[src/rtl/pfrp_pkg.sv]
`timescale 1ns / 1ps

package pfrp_pkg;

  localparam logic [15:0] CRC_POLY     = 16'h1021;
  localparam logic [7:0]  HEADER_RESET = 8'h69;

  // Frame commands carried in byte 1
  localparam logic [7:0] CMD_PAIR_REQ = 8'h00;
  localparam logic [7:0] CMD_PAIR_RSP = 8'h01;
  localparam logic [7:0] CMD_FLUSH    = 8'h02;
  localparam logic [7:0] CMD_DATA     = 8'h03;

  // Configuration register indexes
  localparam logic [1:0] REG_FRAME_HEADER = 2'd0;

  typedef enum logic [1:0] {
    OP_FRAME_BYTE = 2'd0,
    OP_TICK       = 2'd1,
    OP_START      = 2'd2,
    OP_UNPAIR     = 2'd3
  } op_t;

  typedef enum logic [1:0] {
    LINK_NOT_PAIRED = 2'd0,
    LINK_PAIRING    = 2'd1,
    LINK_PAIRED     = 2'd2
  } link_t;

  typedef enum logic [2:0] {
    VERD_NONE     = 3'd0,
    VERD_DATA_OK  = 3'd1,
    VERD_PAIRED   = 3'd2,
    VERD_UNPAIRED = 3'd3,
    VERD_BAD_HDR  = 3'd4,
    VERD_BAD_CRC  = 3'd5,
    VERD_IGNORED  = 3'd6
  } verdict_t;

  typedef enum logic [1:0] {
    SREQ_NONE     = 2'd0,
    SREQ_PAIR_REQ = 2'd1,
    SREQ_PAIR_RSP = 2'd2,
    SREQ_FLUSH    = 2'd3
  } sreq_t;

  typedef struct packed {
    op_t         op;
    logic [7:0]  rx_byte;
    logic        frame_last;
    logic [47:0] source_address;
    logic [15:0] attempts;
  } item_t;

  typedef struct packed {
    logic [7:0]  payload_byte;
    logic        payload_valid;
    logic        payload_last;
    verdict_t    frame_verdict;
    link_t       pairing_status;
    sreq_t       send_request;
    logic [47:0] peer_address;
    logic        pairing_failed;
  } result_t;

  // MSB-first CRC-16 over one byte, no reflection
  function automatic logic [15:0] crc_feed(input logic [15:0] crc, input logic [7:0] b);
    logic [15:0] c;
    c = crc ^ {b, 8'h00};
    for (int i = 0; i < 8; i++) begin
      c = c[15] ? ((c << 1) ^ CRC_POLY) : (c << 1);
    end
    return c;
  endfunction

endpackage

[src/rtl/pfrp_ifs.sv]
`timescale 1ns / 1ps

interface pfrp_item_if;
  logic        valid;
  logic        ready;
  logic [1:0]  op;
  logic [7:0]  rx_byte;
  logic        frame_last;
  logic [47:0] source_address;
  logic [15:0] attempts;

  modport source (output valid, op, rx_byte, frame_last, source_address, attempts,
                  input ready);
  modport sink (input valid, op, rx_byte, frame_last, source_address, attempts,
                output ready);
endinterface

interface pfrp_result_if;
  logic        valid;
  logic        ready;
  logic [7:0]  payload_byte;
  logic        payload_valid;
  logic        payload_last;
  logic [2:0]  frame_verdict;
  logic [1:0]  pairing_status;
  logic [1:0]  send_request;
  logic [47:0] peer_address;
  logic        pairing_failed;

  modport source (output valid, payload_byte, payload_valid, payload_last, frame_verdict,
                  pairing_status, send_request, peer_address, pairing_failed,
                  input ready);
  modport sink (input valid, payload_byte, payload_valid, payload_last, frame_verdict,
                pairing_status, send_request, peer_address, pairing_failed,
                output ready);
endinterface

[src/rtl/pfrp_apb_regs.sv]
`timescale 1ns / 1ps

module pfrp_apb_regs (
  input  logic        clk,
  input  logic        rst,
  input  logic        psel,
  input  logic        penable,
  input  logic        pwrite,
  input  logic [1:0]  paddr,
  input  logic [31:0] pwdata,
  output logic [31:0] prdata,
  output logic        pready,
  output logic [7:0]  frame_header
);
  import pfrp_pkg::*;

  logic wr_en;

  assign pready = 1'b1;
  assign wr_en  = psel && penable && pwrite;

  always_ff @(posedge clk) begin
    if (rst) begin
      frame_header <= HEADER_RESET;
    end else if (wr_en && (paddr == REG_FRAME_HEADER)) begin
      frame_header <= pwdata[7:0];
    end
  end

  always_comb begin
    unique case (paddr)
      REG_FRAME_HEADER: prdata = {24'h000000, frame_header};
      default:          prdata = '0;
    endcase
  end

endmodule

[src/rtl/pfrp_link_core.sv]
`timescale 1ns / 1ps

module pfrp_link_core #(
  parameter int MAX_FRAME_BYTES = 256
) (
  input  logic              clk,
  input  logic              rst,
  input  logic              advance,
  input  pfrp_pkg::item_t   item,
  input  logic [7:0]        frame_header,
  output pfrp_pkg::result_t res
);
  import pfrp_pkg::*;

  localparam int CW = $clog2(MAX_FRAME_BYTES + 2);
  localparam logic [CW-1:0] CNT_MAX = CW'(MAX_FRAME_BYTES);

  link_t         link,        link_next;
  logic [47:0]   peer,        peer_next;
  logic [15:0]   retries,     retries_next;
  logic          timer,       timer_next;
  logic [15:0]   crc,         crc_next;
  logic [CW-1:0] count,       count_next;
  logic [7:0]    dly0,        dly0_next;
  logic [7:0]    dly1,        dly1_next;
  logic [7:0]    cmd,         cmd_next;
  logic          hdr_ok,      hdr_ok_next;

  logic          src_is_peer;
  logic [15:0]   retries_dec;

  assign src_is_peer = (item.source_address == peer);
  assign retries_dec = (retries != 16'd0) ? retries - 16'd1 : retries;

  always_comb begin
    link_next    = link;
    peer_next    = peer;
    retries_next = retries;
    timer_next   = timer;
    crc_next     = crc;
    count_next   = count;
    dly0_next    = dly0;
    dly1_next    = dly1;
    cmd_next     = cmd;
    hdr_ok_next  = hdr_ok;
    res          = '0;

    unique case (item.op)
      OP_FRAME_BYTE: begin
        if (count == '0) begin
          hdr_ok_next = (item.rx_byte == frame_header);
        end else if (count == CW'(1)) begin
          cmd_next = item.rx_byte;
        end
        if (count >= CW'(2)) begin
          crc_next = crc_feed(crc, dly1);
          if (count >= CW'(4) && count < CNT_MAX && hdr_ok && cmd == CMD_DATA &&
              link == LINK_PAIRED && src_is_peer) begin
            res.payload_byte  = dly1;
            res.payload_valid = 1'b1;
            res.payload_last  = item.frame_last;
          end
        end
        if (item.frame_last) begin
          // Length is count + 1; too short below four, too long above the maximum
          if (count < CW'(3) || count >= CNT_MAX) begin
            res.frame_verdict = VERD_IGNORED;
          end else if (!hdr_ok) begin
            res.frame_verdict = VERD_BAD_HDR;
          end else if (crc_next != {item.rx_byte, dly0}) begin
            res.frame_verdict = VERD_BAD_CRC;
          end else begin
            res.frame_verdict = VERD_IGNORED;
            case (cmd) inside
              CMD_PAIR_REQ, CMD_PAIR_RSP: begin
                if (link == LINK_PAIRING) begin
                  timer_next        = 1'b0;
                  retries_next      = '0;
                  peer_next         = item.source_address;
                  link_next         = LINK_PAIRED;
                  res.frame_verdict = VERD_PAIRED;
                  if (cmd == CMD_PAIR_REQ) begin
                    res.send_request = SREQ_PAIR_RSP;
                  end
                end
              end
              CMD_FLUSH: begin
                if (link == LINK_PAIRED && src_is_peer) begin
                  peer_next         = '0;
                  link_next         = LINK_NOT_PAIRED;
                  res.frame_verdict = VERD_UNPAIRED;
                end
              end
              CMD_DATA: begin
                if (link == LINK_PAIRED && src_is_peer) begin
                  res.frame_verdict = VERD_DATA_OK;
                end
              end
              default: ;
            endcase
          end
          crc_next    = '0;
          count_next  = '0;
          dly0_next   = '0;
          dly1_next   = '0;
          cmd_next    = '0;
          hdr_ok_next = 1'b0;
        end else begin
          dly1_next = dly0;
          dly0_next = item.rx_byte;
          if (count <= CNT_MAX) begin
            count_next = count + CW'(1);
          end
        end
      end
      OP_TICK: begin
        if (timer) begin
          retries_next = retries_dec;
          if (retries_dec == 16'd0) begin
            link_next          = LINK_NOT_PAIRED;
            timer_next         = 1'b0;
            res.pairing_failed = 1'b1;
          end else begin
            res.send_request = SREQ_PAIR_REQ;
          end
        end
      end
      OP_START: begin
        if (link == LINK_NOT_PAIRED) begin
          res.send_request = SREQ_PAIR_REQ;
          link_next        = LINK_PAIRING;
          retries_next     = item.attempts;
          timer_next       = (item.attempts != 16'd0);
        end
      end
      OP_UNPAIR: begin
        if (link == LINK_PAIRED) begin
          res.send_request = SREQ_FLUSH;
          peer_next        = '0;
          link_next        = LINK_NOT_PAIRED;
        end
      end
      default: ;
    endcase

    res.pairing_status = link_next;
    res.peer_address   = peer_next;
  end

  always_ff @(posedge clk) begin
    if (rst) begin
      link    <= LINK_NOT_PAIRED;
      peer    <= '0;
      retries <= '0;
      timer   <= 1'b0;
      crc     <= '0;
      count   <= '0;
      dly0    <= '0;
      dly1    <= '0;
      cmd     <= '0;
      hdr_ok  <= 1'b0;
    end else if (advance) begin
      link    <= link_next;
      peer    <= peer_next;
      retries <= retries_next;
      timer   <= timer_next;
      crc     <= crc_next;
      count   <= count_next;
      dly0    <= dly0_next;
      dly1    <= dly1_next;
      cmd     <= cmd_next;
      hdr_ok  <= hdr_ok_next;
    end
  end

endmodule

[src/rtl/peer_frame_receiver_pairing_core.sv]
`timescale 1ns / 1ps

// Channel     Direction  Handshake      Carries
// item_in     sink       valid / ready  op, rx_byte, frame_last, source_address, attempts
// result_out  source     valid / ready  payload, verdict, pairing status, send request
// apb         slave      psel/penable   frame_header register at byte address 0
//
// Each item is held in the input register and passes through the core logic before
// its result lands in the result register; one item per cycle is sustained while
// result_out does not stall, set by the single CRC byte step and peer compare in between.
// Synchronous reset rst clears link state, frame tracking and both valid flags.
// A stall on result_out holds the result register; the input register keeps taking
// items as long as its contents can move on in the same cycle.

module peer_frame_receiver_pairing_core #(
  parameter int MAX_FRAME_BYTES = 256
) (
  input  logic               clk,
  input  logic               rst,
  pfrp_item_if.sink          item_in,
  pfrp_result_if.source      result_out,
  input  logic               psel,
  input  logic               penable,
  input  logic               pwrite,
  input  logic [1:0]         paddr,
  input  logic [31:0]        pwdata,
  output logic [31:0]        prdata,
  output logic               pready
);
  import pfrp_pkg::*;

  logic [7:0]  hdr_value;

  // Input register
  logic        in_valid;
  item_t       in_item;

  // Result register
  logic        out_valid;
  result_t     out_res;

  result_t     core_res;
  logic        advance;

  pfrp_apb_regs u_regs (
    .clk          (clk),
    .rst          (rst),
    .psel         (psel),
    .penable      (penable),
    .pwrite       (pwrite),
    .paddr        (paddr),
    .pwdata       (pwdata),
    .prdata       (prdata),
    .pready       (pready),
    .frame_header (hdr_value)
  );

  // Move the held item into the result register when that register is free or draining
  assign advance       = in_valid && (!out_valid || result_out.ready);
  assign item_in.ready = !in_valid || advance;

  always_ff @(posedge clk) begin
    if (rst) begin
      in_valid <= 1'b0;
    end else if (item_in.ready) begin
      in_valid <= item_in.valid;
    end
  end

  always_ff @(posedge clk) begin
    if (item_in.ready && item_in.valid) begin
      in_item.op             <= op_t'(item_in.op);
      in_item.rx_byte        <= item_in.rx_byte;
      in_item.frame_last     <= item_in.frame_last;
      in_item.source_address <= item_in.source_address;
      in_item.attempts       <= item_in.attempts;
    end
  end

  pfrp_link_core #(
    .MAX_FRAME_BYTES (MAX_FRAME_BYTES)
  ) u_core (
    .clk          (clk),
    .rst          (rst),
    .advance      (advance),
    .item         (in_item),
    .frame_header (hdr_value),
    .res          (core_res)
  );

  // Hold the result until taken; drop the valid once drained with nothing behind it
  always_ff @(posedge clk) begin
    if (rst) begin
      out_valid <= 1'b0;
    end else if (advance) begin
      out_valid <= 1'b1;
    end else if (result_out.ready) begin
      out_valid <= 1'b0;
    end
  end

  always_ff @(posedge clk) begin
    if (advance) begin
      out_res <= core_res;
    end
  end

  assign result_out.valid          = out_valid;
  assign result_out.payload_byte   = out_res.payload_byte;
  assign result_out.payload_valid  = out_res.payload_valid;
  assign result_out.payload_last   = out_res.payload_last;
  assign result_out.frame_verdict  = out_res.frame_verdict;
  assign result_out.pairing_status = out_res.pairing_status;
  assign result_out.send_request   = out_res.send_request;
  assign result_out.peer_address   = out_res.peer_address;
  assign result_out.pairing_failed = out_res.pairing_failed;

endmodule
[src/flat_wrapper.sv]
// flat-port wrapper written by rule: the top's interface ports become plain ports
module peer_frame_receiver_pairing_core_flat import pfrp_pkg::*;
#(
  parameter int MAX_FRAME_BYTES = 256
)
  (clk, rst, psel, penable, pwrite, paddr, pwdata, prdata, pready, item_in_valid, item_in_op, item_in_rx_byte, item_in_frame_last, item_in_source_address, item_in_attempts, item_in_ready, result_out_valid, result_out_payload_byte, result_out_payload_valid, result_out_payload_last, result_out_frame_verdict, result_out_pairing_status, result_out_send_request, result_out_peer_address, result_out_pairing_failed, result_out_ready);
  pfrp_item_if item_in_i ();
  pfrp_result_if result_out_i ();
  input  logic clk;
  input  logic rst;
  input  logic psel;
  input  logic penable;
  input  logic pwrite;
  input  logic [1:0] paddr;
  input  logic [31:0] pwdata;
  output logic [31:0] prdata;
  output logic pready;
  input wire logic [$bits(item_in_i.valid)-1:0] item_in_valid;
  input wire logic [$bits(item_in_i.op)-1:0] item_in_op;
  input wire logic [$bits(item_in_i.rx_byte)-1:0] item_in_rx_byte;
  input wire logic [$bits(item_in_i.frame_last)-1:0] item_in_frame_last;
  input wire logic [$bits(item_in_i.source_address)-1:0] item_in_source_address;
  input wire logic [$bits(item_in_i.attempts)-1:0] item_in_attempts;
  output wire logic [$bits(item_in_i.ready)-1:0] item_in_ready;
  output wire logic [$bits(result_out_i.valid)-1:0] result_out_valid;
  output wire logic [$bits(result_out_i.payload_byte)-1:0] result_out_payload_byte;
  output wire logic [$bits(result_out_i.payload_valid)-1:0] result_out_payload_valid;
  output wire logic [$bits(result_out_i.payload_last)-1:0] result_out_payload_last;
  output wire logic [$bits(result_out_i.frame_verdict)-1:0] result_out_frame_verdict;
  output wire logic [$bits(result_out_i.pairing_status)-1:0] result_out_pairing_status;
  output wire logic [$bits(result_out_i.send_request)-1:0] result_out_send_request;
  output wire logic [$bits(result_out_i.peer_address)-1:0] result_out_peer_address;
  output wire logic [$bits(result_out_i.pairing_failed)-1:0] result_out_pairing_failed;
  input wire logic [$bits(result_out_i.ready)-1:0] result_out_ready;
  assign item_in_i.valid = item_in_valid;
  assign item_in_i.op = item_in_op;
  assign item_in_i.rx_byte = item_in_rx_byte;
  assign item_in_i.frame_last = item_in_frame_last;
  assign item_in_i.source_address = item_in_source_address;
  assign item_in_i.attempts = item_in_attempts;
  assign item_in_ready = item_in_i.ready;
  assign result_out_valid = result_out_i.valid;
  assign result_out_payload_byte = result_out_i.payload_byte;
  assign result_out_payload_valid = result_out_i.payload_valid;
  assign result_out_payload_last = result_out_i.payload_last;
  assign result_out_frame_verdict = result_out_i.frame_verdict;
  assign result_out_pairing_status = result_out_i.pairing_status;
  assign result_out_send_request = result_out_i.send_request;
  assign result_out_peer_address = result_out_i.peer_address;
  assign result_out_pairing_failed = result_out_i.pairing_failed;
  assign result_out_i.ready = result_out_ready;
  peer_frame_receiver_pairing_core #(.MAX_FRAME_BYTES(MAX_FRAME_BYTES)) u_core (.clk(clk), .rst(rst), .item_in(item_in_i), .result_out(result_out_i), .psel(psel), .penable(penable), .pwrite(pwrite), .paddr(paddr), .pwdata(pwdata), .prdata(prdata), .pready(pready));
endmodule
[config.mk]
export PLATFORM = sky130hd
export DESIGN_NAME = peer_frame_receiver_pairing_core_flat
export DESIGN_NICKNAME = d
export VERILOG_FILES = /design/src/rtl/pfrp_pkg.sv /design/src/rtl/pfrp_ifs.sv /design/src/rtl/pfrp_apb_regs.sv /design/src/rtl/pfrp_link_core.sv /design/src/rtl/peer_frame_receiver_pairing_core.sv /design/src/flat_wrapper.sv
export SDC_FILE = /design/constraint.sdc
export NUM_CORES = 1
export LEC_CHECK = 0
export ABC_AREA = 1
export BUFFER_PORTS_ARGS = -buffer_cell sky130_fd_sc_hd__buf_2
export CORE_ASPECT_RATIO = 1.5
export CORE_MARGIN = 1
export CORE_UTILIZATION = 55
export DETAILED_ROUTE_END_ITERATION = 12
export GPL_TIMING_DRIVEN = 0
export PLACE_DENSITY_LB_ADDON = 0.3
export SYNTH_ARGS = -nofsm -noshare
export SYNTH_HDL_FRONTEND = slang
export SYNTH_HIERARCHICAL = 1
export SYNTH_SLANG_ARGS = --single-unit
[constraint.sdc]
create_clock -name clk -period 6.8 [get_ports clk]
set_clock_uncertainty 0.2 [all_clocks]
set_input_delay 0.68 -clock clk [delete_from_list [all_inputs] [get_ports clk]]
set_output_delay 0.68 -clock clk [all_outputs]
set_load 0.01 [all_outputs]
Word level (Yosys, flattened, before mapping)
Cells that the tools add are included.

cells by class
  magnitude comparators = 6
  add/subtract/negate cells = 2
  muxes and demuxes = 89
  eq/ne operators = 21
  bitwise logic cells = 12
  reductions and logical operators = 41

operators by type and width
  operator               number
  $mux 48                9
  $mux 16                12
  $mux 13                8
  $pmux 48 s2            1
  $eq 48x48->1           1
  $mux 8                 6
  $pmux 16 s3            1
  $mux 2                 21
  $reduce_bool 16->1     2
  $mux 3                 9
  $not 3->3              8
  $mux 9                 2
  $mux 1                 17
  $eq 8x2->1 const B     2
  $logic_not 16->1       1
  $ne 16x16->1           1
  $pmux 2 s4             2
  $sub 16x1->16 const B  1
  $xor 16x16->16         1
  $ne 2x2->1 const B     6
  $logic_and 1x1->1      11
  $reduce_and 10->1      1
  $add 9x1->9 const B    1
  $eq 9x1->1 const B     1
  26 further kinds       46

word-level totals
  bits of input ports = 116
  output and inout port bits = 101
  word-level logic and storage cells = 198
  register bits after elaboration = 268

Depth between registers and ports, before layout
  word-level depth = 25
  mapped depth = 23
  gate-level depth less buffers = 22

Hierarchy
Netlist, hierarchy kept.

modules (own cells, without submodules)
  module                            area an instance (µm²)  seq. area each (µm²)  cells an instance  instances
  pfrp_link_core                    10859.2                 2342.2                1983               1
  peer_frame_receiver_pairing_core  4325.4                  4274.1                153                1
  pfrp_apb_regs                     629.4                   160.2                 94                 1

Least setup slack after synthesis
Ideal clock, no wire load.

  path type = input to register
  start point = input port result_out_ready
  end point = register u_core.u_core.retries[1]
  data arrival time = 5.554 ns
  path buffers = 2
  cell stages on the path = 9
  setup slack = 0.933 ns
  setup time = 0.114 ns
  required time = 6.486 ns
  cell sequence = inv_1 -> a21oi_1 -> clkbuf_1 -> inv_1 -> a2111oi_0 -> nand3_2 -> buf_2 -> a21oi_1 -> nor2_1

between the ends
  word-level cells in the longest chain between the ends = 3

RTL lines
  element                      RTL line                                text
  start: declaration           flat_wrapper.sv:34                      input wire logic [$bits(result_out_i.ready)-1:0] result_out_ready;
  $logic_or 1x1->1             peer_frame_receiver_pairing_core.sv:59  assign advance = in_valid && (!out_valid || result_out.ready);
  $logic_and 1x1->1            peer_frame_receiver_pairing_core.sv:59
  via u_core.advance           peer_frame_receiver_pairing_core.sv:43  logic advance;
  $reduce_and 10->1 (no line)  n/a
  end signal: assignment       pfrp_link_core.sv:165                   retries <= retries_next;
  end: declaration             pfrp_link_core.sv:20                    logic [15:0] retries, retries_next;

The timed path passes the listed nets, and every way through them passes these cells.
A chain may end at the register's enable or synchronous reset.

==> metrics.txt <==
# TYPE chip_impl_metric gauge
chip_impl_metric{name="place_congestion",unit=""} 1.01
chip_impl_metric{name="clock_pin_slew_of_the_registers_on_the_worst_case_setup_and_hold_paths",unit="ns"} 0.07
chip_impl_info{name="worst-setup-path-type",value="flip-flop to flip-flop"} 1
chip_impl_metric{name="pre_cts_ws",unit="ns"} 2.57
chip_impl_metric{name="post_synthesis_share_of_cell_area_spent_on_xor_and_xnor_gates",unit="%"} 2.16
chip_impl_metric{name="synth-compound-area-share",unit="%"} 13.0
chip_impl_info{name="largest_area_contributor_in_the_netlist",value="sky130_fd_sc_hd__edfxtp_1"} 1
chip_impl_metric{name="slew-limit-headroom",unit="%"} 36.6
chip_impl_metric{name="initialDrtViolationCount",unit=""} 1490
chip_impl_info{name="hold_path.startpoint",value="item_in_rx_byte[7]"} 1
chip_impl_metric{name="cts-buffers-inserted",unit=""} 27
chip_impl_metric{name="cts-hold-fix-buffers",unit=""} 0
chip_impl_metric{name="cts_setup_buffers",unit=""} 0
chip_impl_metric{name="placementRows",unit=""} 75
chip_impl_metric{name="post-route-period-util",unit="%"} 60.1
chip_impl_metric{name="grt_overflow_total",unit=""} 0
chip_impl_metric{name="chipHeight",unit="um"} 210
chip_impl_metric{name="async_reset_ff_share",unit="%"} 0
chip_impl_metric{name="vdd.ir_drop.worst",unit="V"} 0.000219
chip_impl_metric{name="drtPass1Iterations",unit=""} 9
chip_impl_metric{name="timing.final.hold_violations",unit=""} 0
chip_impl_metric{name="post-synth-top-area-fraction",unit="%"} 26.8
chip_impl_info{name="crit_path_frequent_cell",value="sky130_fd_sc_hd__nand2_1"} 1
chip_impl_info{name="endpoint_kind",value="flip-flop"} 1
chip_impl_metric{name="final_count_of_pins_violating_max_slew",unit=""} 0
chip_impl_metric{name="detail_route.vias_per_cell",unit=""} 5.83
chip_impl_metric{name="global_route_wire_length_before_repair",unit="mm"} 82.5
chip_impl_info{name="worst_path_dominant_cell_family",value="simple AND/OR/NAND/NOR gates"} 1
chip_impl_metric{name="drc",unit=""} 0
chip_impl_metric{name="die_w",unit="um"} 140
chip_impl_metric{name="timing_worst_slew_pin_value",unit="ns"} 0.948
chip_impl_metric{name="final_core_utilization",unit="%"} 64.5
chip_impl_metric{name="ys.warnings.count",unit=""} 6
chip_impl_metric{name="seq_area_frac_synth",unit="%"} 42.9
chip_impl_metric{name="areaGrowthSynthToFinish",unit="%"} 14.9
chip_impl_metric{name="max_freq",unit="MHz"} 245
chip_impl_metric{name="p_leak",unit="nW"} 8.19
chip_impl_metric{name="finalSetupViolCount",unit=""} 0
chip_impl_metric{name="post_layout_nonfiller_instances",unit=""} 2818
chip_impl_info{name="rsz0062_at_grt",value="no"} 1
chip_impl_metric{name="post_synth_inst_count",unit=""} 2230
chip_impl_metric{name="hold_ws",unit="ns"} 0.0804
chip_impl_metric{name="drt-total-wl",unit="mm"} 53.5
chip_impl_metric{name="final_layout_fill_cell_count",unit=""} 2494
chip_impl_metric{name="die_area",unit="sq um"} 29400
chip_impl_metric{name="critical_path_arrival",unit="ns"} 4.20
chip_impl_metric{name="critical_path.max_fanout",unit=""} 10
chip_impl_metric{name="avgSynthCellArea",unit="sq um"} 7.09
chip_impl_metric{name="first_global_vias",unit=""} 15700
chip_impl_info{name="critical_path.cell_chain",value="inv_1 > ha_1 > nor2_2 > nand2_1 > buf_6 > nand3_1 > nand3_1 > nand2_1 > nand2_1 > nor2_1 > nand2_1 > nor2_4 > buf_2 > buf_2 > nand4_1 > nand3_1 > nand2_1 > nand2_1 > inv_1"} 1
chip_impl_info{name="layout.cells.most_common_list",value="sky130_fd_sc_hd__nand2_1, sky130_fd_sc_hd__nor2_1, sky130_fd_sc_hd__inv_1"} 1
chip_impl_metric{name="initial_core_util",unit="%"} 56.2
chip_impl_metric{name="num-nets-final",unit=""} 2577
chip_impl_metric{name="timing.setup.tns",unit="ns"} 0
chip_impl_metric{name="placedCellCount",unit=""} 2769
chip_impl_info{name="worst_setup_path_startpoint",value="u_core/u_core/count[0]$_SDFFE_PP0P_"} 1
chip_impl_info{name="most_used_flip_flop_cell_after_synthesis",value="sky130_fd_sc_hd__edfxtp_1"} 1
chip_impl_metric{name="floorplan.io_pins",unit=""} 217
chip_impl_metric{name="worst_ep_required_time",unit="ns"} 6.91
chip_impl_metric{name="latest_clock_arrival_within_the_worst_skew_pair",unit="ns"} 0.57
chip_impl_info{name="ys_top_cells_by_area",value="sky130_fd_sc_hd__edfxtp_1, sky130_fd_sc_hd__dfxtp_1, sky130_fd_sc_hd__nand2_1"} 1
chip_impl_metric{name="number_of_antenna_violations_at_the_first_check_in_global_routing",unit=""} 0
chip_impl_metric{name="worstPathBufferInverterCount",unit=""} 5
chip_impl_metric{name="placement.cell_area",unit="sq um"} 17300
chip_impl_info{name="crit_path_start_kind",value="flip-flop"} 1
chip_impl_metric{name="post_synth_mux_area_share",unit="%"} 0
chip_impl_metric{name="drv.max_cap_violation_count",unit=""} 0
chip_impl_metric{name="dp_hpwl",unit="mm"} 39.1
chip_impl_metric{name="post-route-worst-setup-slack",unit="ns"} 2.71
chip_impl_metric{name="numPortBuffers",unit=""} 167
chip_impl_metric{name="cts_repair_resize_count",unit=""} 0
chip_impl_metric{name="simple_gate_fraction_of_synth_area",unit="%"} 31.1
chip_impl_info{name="worstReg2RegStart",value="u_core/u_core/count[0]$_SDFFE_PP0P_"} 1
chip_impl_metric{name="synth.lib_cells_used.distinct",unit=""} 48
chip_impl_metric{name="yosys.area_share.adder",unit="%"} 0.712
chip_impl_metric{name="largest_net_degree_at_the_start_of_global_routing",unit=""} 46
chip_impl_metric{name="ant_nets",unit=""} 0
chip_impl_metric{name="ctsLongestPathBuffers",unit=""} 3
chip_impl_info{name="hp-class",value="input pin to flip-flop"} 1
chip_impl_metric{name="post-route-cell-area",unit="sq um"} 18200
chip_impl_metric{name="ctsHtreeMaxLevel",unit=""} 1
chip_impl_metric{name="post-layout-total-power",unit="mW"} 4.14
chip_impl_metric{name="clock_sinks",unit=""} 268
chip_impl_metric{name="synth_edf_count",unit=""} 141
chip_impl_metric{name="post_route_cells_drive_above_1_share",unit="%"} 11.4
chip_impl_info{name="synth_top_family_by_area",value="simple AND/OR/NAND/NOR gates"} 1
chip_impl_metric{name="syn-cell-area",unit="sq um"} 15800
chip_impl_metric{name="core_footprint",unit="sq um"} 28200
chip_impl_metric{name="track_usage",unit="%"} 36.0
chip_impl_metric{name="avgRoutedWirePerCell",unit="um"} 19.0
chip_impl_info{name="run_status",value="complete, no violations"} 1
chip_impl_info{name="tritoncts",value="done"} 1
chip_impl_metric{name="synth_seq_cells",unit=""} 268
chip_impl_info{name="cts.root.buffer_cell",value="sky130_fd_sc_hd__clkbuf_16"} 1
chip_impl_info{name="most_common_cell_after_layout_fill_and_taps_aside",value="sky130_fd_sc_hd__nand2_1"} 1
chip_impl_metric{name="cp_slowest_stage_delay",unit="ns"} 0.47
chip_impl_metric{name="layout_min_cycle_time",unit="ns"} 4.09
chip_impl_metric{name="antenna_cells_inserted",unit=""} 0
chip_impl_metric{name="power_density",unit="nW/um^2"} 228
chip_impl_metric{name="vias",unit=""} 16400
chip_impl_info{name="crit_slowest_cell",value="sky130_fd_sc_hd__dfxtp_1"} 1
-- worst paths after layout --
check | endpoint | slack [ns] | depth (start not counted)
worst min register to register | u_core/u_core/count[8]$_SDFFE_PP0P_ | 0.27 | 2
worst max register to register | u_core/result_out.peer_address[47]$_DFFE_PP_ | 2.71 | 19
worst max-delay path | u_core/result_out.peer_address[47]$_DFFE_PP_ | 2.71 | 19
worst min-delay path | u_core/in_item[72]$_DFFE_PP_ | 0.08 | 1
-- area by class of cell --
class / count / area, sq um / area share (%)
Timing Repair Buffer: 170 / 903 / 4.97
Clock buffer: 38 / 790 / 4.35
Inverter: 247 / 930 / 5.12
Buffer: 145 / 678 / 3.73
Sequential cell: 268 / 6780 / 37.3
Tap cell: 346 / 433 / 2.38
Clock inverter: 11 / 130 / 0.716
Multi-Input combinational cell: 1593 / 7530 / 41.4
-- cell families after synthesis --
| kind of cell | after synthesis |
|---|---|
| and+or+nand+nor | 1157 |
| xor gates and xnor gates | 39 |
| buffers and inverters | 392 |
| other | 2 |
| DFF | 268 |
| AOI/OAI and AO/OA | 363 |
| adders and majority gates | 9 |
-- state kept, by name, summed over array words and instances (netlist names), 2 cells and up --
signal                            flops
u_core/u_core/dly0                    8
u_core/result_out.payload_byte        8
u_core/u_core/dly1                    8
u_core/result_out.frame_verdict       3
u_core/in_item                       75
u_core/u_core/cmd                     8
u_core/result_out.send_request        2
u_core/result_out.peer_address       48
u_core/u_core/retries                16
u_core/u_core/link                    2
u_core/u_core/count                   9
u_core/u_core/crc                    16
u_core/u_regs/frame_header            8
u_core/result_out.pairing_status      2
u_core/u_core/peer                   48
-- cell usage after synthesis (6+ instances only) --
cell type / count
sky130_fd_sc_hd__nand2_1: 608
sky130_fd_sc_hd__nor2_1: 260
sky130_fd_sc_hd__inv_1: 238
sky130_fd_sc_hd__a21oi_1: 180
sky130_fd_sc_hd__nand3_1: 155
sky130_fd_sc_hd__edfxtp_1: 141
sky130_fd_sc_hd__dfxtp_1: 127
sky130_fd_sc_hd__clkbuf_1: 95
sky130_fd_sc_hd__nand4_1: 79
sky130_fd_sc_hd__o21ai_0: 65
sky130_fd_sc_hd__a211oi_1: 51
sky130_fd_sc_hd__a31oi_1: 49
sky130_fd_sc_hd__buf_4: 26
sky130_fd_sc_hd__xor2_1: 20
sky130_fd_sc_hd__xnor2_1: 19
sky130_fd_sc_hd__nor3_1: 16
sky130_fd_sc_hd__buf_2: 11
sky130_fd_sc_hd__buf_1: 10
sky130_fd_sc_hd__ha_1: 9
sky130_fd_sc_hd__nand3b_1: 8
sky130_fd_sc_hd__nor4_1: 8
sky130_fd_sc_hd__inv_2: 7
sky130_fd_sc_hd__o22ai_1: 6
-- worst register-to-register path, cell delays in order (launching register included) --
cell and delay [ns]:
sky130_fd_sc_hd__dfxtp_1 0.47, sky130_fd_sc_hd__inv_1 0.11, sky130_fd_sc_hd__ha_1 0.22, sky130_fd_sc_hd__nor2_2 0.45
sky130_fd_sc_hd__nand2_1 0.16, sky130_fd_sc_hd__buf_6 0.18, sky130_fd_sc_hd__nand3_1 0.12, sky130_fd_sc_hd__nand3_1 0.09
sky130_fd_sc_hd__nand2_1 0.18, sky130_fd_sc_hd__nand2_1 0.09, sky130_fd_sc_hd__nor2_1 0.11, sky130_fd_sc_hd__nand2_1 0.09
sky130_fd_sc_hd__nor2_4 0.28, sky130_fd_sc_hd__buf_2 0.31, sky130_fd_sc_hd__buf_2 0.27, sky130_fd_sc_hd__nand4_1 0.13
sky130_fd_sc_hd__nand3_1 0.13, sky130_fd_sc_hd__nand2_1 0.06, sky130_fd_sc_hd__nand2_1 0.13, sky130_fd_sc_hd__inv_1 0.06
-- where the power goes --
| group | switching (mW) | total (mW) | internal [mW] | leakage, nW |
|---|---|---|---|---|
| Clock | 0.646 | 1.54 | 0.890 | 0.440 |
| Combinational | 0.506 | 0.743 | 0.237 | 5.34 |
| Sequential | 0.0644 | 1.86 | 1.80 | 2.41 |
| Total | 1.22 | 4.14 | 2.92 | 8.19 |
-- per-layer routing --
| metal | vias to the layer above | GRT usage [%] | wire length, um |
|---|---|---|---|
| met5 | - | 0 | 0 |
| met4 | 0 | 26.4 | 3610 |
| met3 | 218 | 5.43 | 4350 |
| met2 | 913 | 62.5 | 26300 |
| met1 | 7526 | 40.1 | 19300 |
| li1 | 7765 | - | - |
(Power assumes the default switching activity.)
